File: config.mk
export PLATFORM = sky130hd
export DESIGN_NAME = lfw_ptr
export DESIGN_NICKNAME = d
export VERILOG_FILES = /design/src/hw/rtl/lfw_pkg.sv /design/src/hw/rtl/lfw_ptr.sv
export SDC_FILE = /design/constraint.sdc
export NUM_CORES = 1
export LEC_CHECK = 0
export CAP_MARGIN = 0
export CORE_MARGIN = 4
export CORE_UTILIZATION = 30
export DETAILED_ROUTE_END_ITERATION = 16
export DONT_BUFFER_PORTS = 1
export PLACE_DENSITY = 0.4
export SLEW_MARGIN = 20
export SYNTH_ARGS = -nofsm -noshare
export SYNTH_HDL_FRONTEND = slang
export SYNTH_SLANG_ARGS = --single-unit
File: constraint.sdc
create_clock -name clk -period 3.75 [get_ports clk]
set_clock_uncertainty 0.2 [all_clocks]
set_input_delay 0.375 -clock clk [delete_from_list [all_inputs] [get_ports clk]]
set_output_delay 0.375 -clock clk [all_outputs]
set_load 0.02 [all_outputs]
File: src/hw/rtl/lfw_pkg.sv
// ----------------------------------------------------------------------------
// lfw_pkg
// Shared widths, constants, action codes and types of the lagged Fibonacci
// generator with Weyl whitening.
// ----------------------------------------------------------------------------
`default_nettype none

package lfw_pkg;

	localparam int LONG_LAG  = 607;
	localparam int SHORT_LAG = 273;
	localparam int WORD_W    = 64;
	localparam int PTR_W     = 10;
	localparam int SLOT_W    = $clog2(LONG_LAG);

	localparam logic [WORD_W-1:0] GOLDEN_STEP = 64'h9E37_79B9_7F4A_7C15;

	typedef enum logic [1:0] {
		ACT_GEN  = 2'd0,
		ACT_LOAD = 2'd1,
		ACT_WEYL = 2'd2,
		ACT_NONE = 2'd3
	} action_t;

	typedef struct packed {
		logic [SLOT_W-1:0] long_slot;
		logic [SLOT_W-1:0] short_slot;
		logic [WORD_W-1:0] weyl_next;
	} issue_t;

endpackage

`default_nettype wire

File: src/hw/rtl/lfw_ptr.sv
// ----------------------------------------------------------------------------
// lfw_ptr
// Long and short ring pointers and the Weyl counter; issues read slots.
// ----------------------------------------------------------------------------
`default_nettype none

module lfw_ptr (
	input  wire logic                       clk,
	input  wire logic                       arst_n,
	input  wire logic                       fire,
	input  wire logic [1:0]                 action,
	input  wire logic [lfw_pkg::WORD_W-1:0] load_value,
	output lfw_pkg::issue_t                 issue
);
	import lfw_pkg::*;

	logic [PTR_W-1:0]  long_q;
	logic [PTR_W-1:0]  short_q;
	logic [WORD_W-1:0] weyl_q;
	logic [PTR_W-1:0]  long_dn;
	logic [PTR_W-1:0]  short_dn;
	action_t           act;

	assign act = action_t'(action);

	always_comb begin
		long_dn  = (long_q == PTR_W'(1)) ? PTR_W'(LONG_LAG) : long_q - PTR_W'(1);
		short_dn = (short_q == PTR_W'(1)) ? PTR_W'(LONG_LAG) : short_q - PTR_W'(1);
	end

	assign issue.long_slot  = SLOT_W'(long_q - PTR_W'(1));
	assign issue.short_slot = SLOT_W'(short_q - PTR_W'(1));
	assign issue.weyl_next  = weyl_q + GOLDEN_STEP;

	always_ff @(posedge clk or negedge arst_n) begin
		if (!arst_n) begin
			long_q  <= PTR_W'(LONG_LAG);
			short_q <= PTR_W'(SHORT_LAG);
			weyl_q  <= '0;
		end else if (fire) begin
			unique case (act)
				ACT_GEN: begin
					long_q  <= long_dn;
					short_q <= short_dn;
					weyl_q  <= issue.weyl_next;
				end
				ACT_WEYL: begin
					long_q  <= PTR_W'(LONG_LAG);
					short_q <= PTR_W'(SHORT_LAG);
					weyl_q  <= load_value;
				end
				ACT_LOAD, ACT_NONE: begin
				end
				default: begin
				end
			endcase
		end
	end

endmodule

`default_nettype wire

Word-level counts from Yosys, hierarchy flattened
Index checks and enable logic that the tools add are counted.
{ "classes": {"eq_ne": 3, "n_addsub": 3, "n_reduce_logical": 3, "muxes": 5} }
{ "ops": {"columns": ["operator", "count"], "rows": [
  ["$pmux W64 S2", 1],
  ["$add A64 B64 Y64 const B", 1],
  ["$pmux W10 S2", 2],
  ["$eq A10 B1 Y1 const B", 2],
  ["$mux W10", 2],
  ["$sub A10 B1 Y10 const B", 2],
  ["$eq A2 B2 Y1 const B", 1],
  ["$logic_not A2 Y1", 1],
  ["$reduce_and A2 Y1", 1],
  ["$reduce_bool A2 Y1", 1]
]} }
{ "totals": {"regBits": 84, "input_bits": 69, "out_inout_bits": 84} }

Longest topological paths before layout
{ "logic_depth": {"word_depth": 3, "mapped_depth": 9, "depth_no_buf": 9} }

Least setup slack after synthesis
Ideal clock, no wire load.
{ "synth_timing": {"path_type": "reg2out", "from": "reg weyl_q[0]", "to": "out issue[56] (netlist bit)", "path_stages_with_launch": 10, "slack_ps": 701, "path_buffers": 0, "t_arrival_ps": 2474, "cell_sequence": "dfrtp_1 ha_1 o21ai_1 a211oi_2 o31ai_1 a21oi_1 nor2_1 o21ai_2 nand3_1 xnor2_1"} }
{ "synth_lines": {"columns": ["item", "line_no", "text"], "rows": [
  ["start, declared", "lfw_ptr.sv:19", "logic [WORD_W-1:0] weyl_q;"],
  ["start signal, assigned", "lfw_ptr.sv:45", "weyl_q <= issue.weyl_next;"],
  ["start signal, assigned", "lfw_ptr.sv:50", "weyl_q <= load_value;"],
  ["end, declared", "lfw_ptr.sv:13", "output lfw_pkg::issue_t issue"]
]} }

==> results.cfg <==
[run_status]
outcome = finished, final reports clean

[min_path]
hp-start = action[1]
hp-class = input port to register
hold_end = short_q[1]
hold_depth = 3

[synth]
netlist_area_um2 = 6500
synth_cell_types = 82
synth.top_cell.area_share_pct = 28.5
yosys-top-cells-area = dfrtp_1 (28%), a21oi_1 (5.9%), o21ai_0 (5.6%), xor2_1 (5.1%), xnor2_1 (5.0%)
yosys_warnings = 0
netlist_instances = 795
async_reset_ff_share_pct = 100
ys_seq_area_share_pct = 32.5
postSynthAreaPerCell_um2 = 8.18
syn_nets = 869
yosys.area.top_type = dfrtp_1
ys.flop_type = dfrtp_1
ys_ff_latch = 84
synth_edf_count = 0

[grt]
antenna_found_initial = 2
grt_max_degree = 109
grtUsageTotal_pct = 18.0
grt_pass1_vias = 5805
overflow = 0
grt_pass1_wl_mm = 34.3

[sta]
period_minus_slack_ns = 3.58
hold_viol = 0
setup_viol = 0
rsz0062_at_grt = no
worst_pin_slew_ns = 1.05
relSlewSlack_pct = 29.9
min_period_over_period_pct = 95.4
slew_violations = 0
setup_tns_ns = 0
hold_ws_ns = 0.0242
max_freq_ghz = 0.279

[floorplanning]
io_pins = 153
die_w_um = 155
die-area_um2 = 24100
start_util_pct = 30.7
fp.coreArea_um2 = 21200
die_h_um = 155
core.rowCount = 53

[routing]
antenna_left = 0
wl_per_cell_um = 21.2
drc_errors = 0
drt_wl_total_mm = 22.3
routed-via-count = 5916
routed_via_density = 5.62
drt_pass1_iterations = 5
drt_iter0_markers = 396

[cells_and_area]
final_area_um2 = 7110
layout_common_cells = a21oi_1 (76), nand2_1 (75), dfrtp_1 (74)
finish.net_count = 845
final_common_cell = a21oi_1
syn2layout_area_growth_pct = 9.43
drive_above_1_share_pct = 11.6
final_core_util_pct = 33.6

[setup_path]
required_ns = 3.17
cp-start-kind = register
worst_setup_path_end_kind = output pin
timing.rr.end = weyl_q[41]
regToRegStartpoint = weyl_q[12]
crit_path_max_fanout = 7
reg2reg_depth = 8
r2r_setup_slack_ns = 0.78
arrival_ns = 3.00
crit_type = register to output pin

[placement]
hpwl_mm = 15.8
portBuffers = 0
place_congestion = 0.832
place_area_um2 = 6680

[power]
ir_drop_uv = 273
p_per_area_nw_per_um2 = 738
leakagePower_nw = 2.78
p_total_mw = 5.25

[clock_network]
cts_buffer_depth = 2
htree_num_levels = 3
path_clk_slew_ns = 0.06
cts_buffers = 9
post_cts_buffers = 0
cts_root_buf = clkbuf_16
tritoncts = yes
worstSkewPairLatency_ns = 0.35
clock-sinks = 84

[run]
maxCapViolations = 0
-- layer usage --
| metal | vias to the layer above | global-route usage [%] | routed length, µm | part of all wire (%) |
|---|---|---|---|---|
| met3 | 21 | 5.06 | 1470 | 6.6 |
| met2 | 170 | 28.6 | 10300 | 46 |
| li1 | 2827 | - | - | - |
| met4 | 2 | 4.42 | 331 | 1.5 |
| met5 | - | 0 | 13 | 0.058 |
| met1 | 2896 | 24.4 | 10100 | 45 |
-- how the worst max path moves through the flow --
stage,startpoint,endpoint,slack [ns]
floorplan,weyl_q[0],issue[56],0.70
global placement,weyl_q[1],issue[62],0.44
detailed placement,weyl_q[1],issue[62],0.40
CTS,weyl_q[12],issue[59],0.05
global route,weyl_q[1],issue[40],0.03
finish,weyl_q[12],issue[59],0.17
-- critical path, cell delays in order (launching register included) --
cell and delay, ns:
dfrtp_1 0.41, or3_4 0.45, nand4bb_4 0.29, o211ai_4 0.34, a21o_2 0.28, o22a_2 0.21
nor3b_2 0.28, xor2_1 0.22, buf_4 0.18
-- where the power goes --
group          switching (mW)  leakage [nW]  internal [mW]
registers               0.492          1.00           1.16
logic                    1.66          1.61          0.862
clock network           0.402         0.167          0.672
total                    2.56          2.78           2.69
-- state kept, by name, indices dropped and copies added (netlist names) --
signal	count
weyl_q	64
long_q	10
short_q	10
-- cells in the mapped netlist, types with 15 or more instances --
master / count
nand3_1: 15
nor3_1: 39
a22oi_1: 15
dfrtp_1: 74
nand2_1: 75
nor2_1: 54
o22ai_1: 17
inv_1: 26
o21ai_0: 73
xor2_1: 38
a21oi_1: 77
clkbuf_1: 38
xnor2_1: 37
-- what timing repair did --
action                                 4_1_cts  5_1_grt
gates resized for setup                      1        5
setup endpoints to repair                    2        5
endpoints found under the hold margin       86        0
hold buffers                                 5        0
-- layout make-up --
type                       count  area [µm²]
clock inverter                 4        98.8
inverter                      28         105
antenna                        2        5.00
fill                        2244       14000
clock buffer                  12         246
sequential                    84        2110
multi-input combinational    616        3930
tap                          275         344
timing repair buffer          32         270
-- metrics by stage --
step | instances | setup WS [ns]
after floorplan | 795 | 0.701
after global placement | 1030 | 0.440
after detailed placement | 1030 | 0.398
after CTS | 1051 | 0.0539
after global routing | 1051 | 0.0253
final | 1053 | 0.172
-- kinds of logic after synthesis --
| kind of cell | Yosys count | share of synthesized area (%) |
|---|---|---|
| AO/OA/AOI/OAI | 279 | 27.8 |
| AND/OR/NAND/NOR | 249 | 19.9 |
| buffers and inverters | 95 | 7.49 |
| flip-flops | 84 | 32.5 |
| XOR/XNOR | 75 | 10.1 |
| multiplexers | 8 | 1.23 |
| adder cells (fa/ha/maj) | 5 | 0.962 |
No activity file was read; power rests on OpenSTA's default activity.
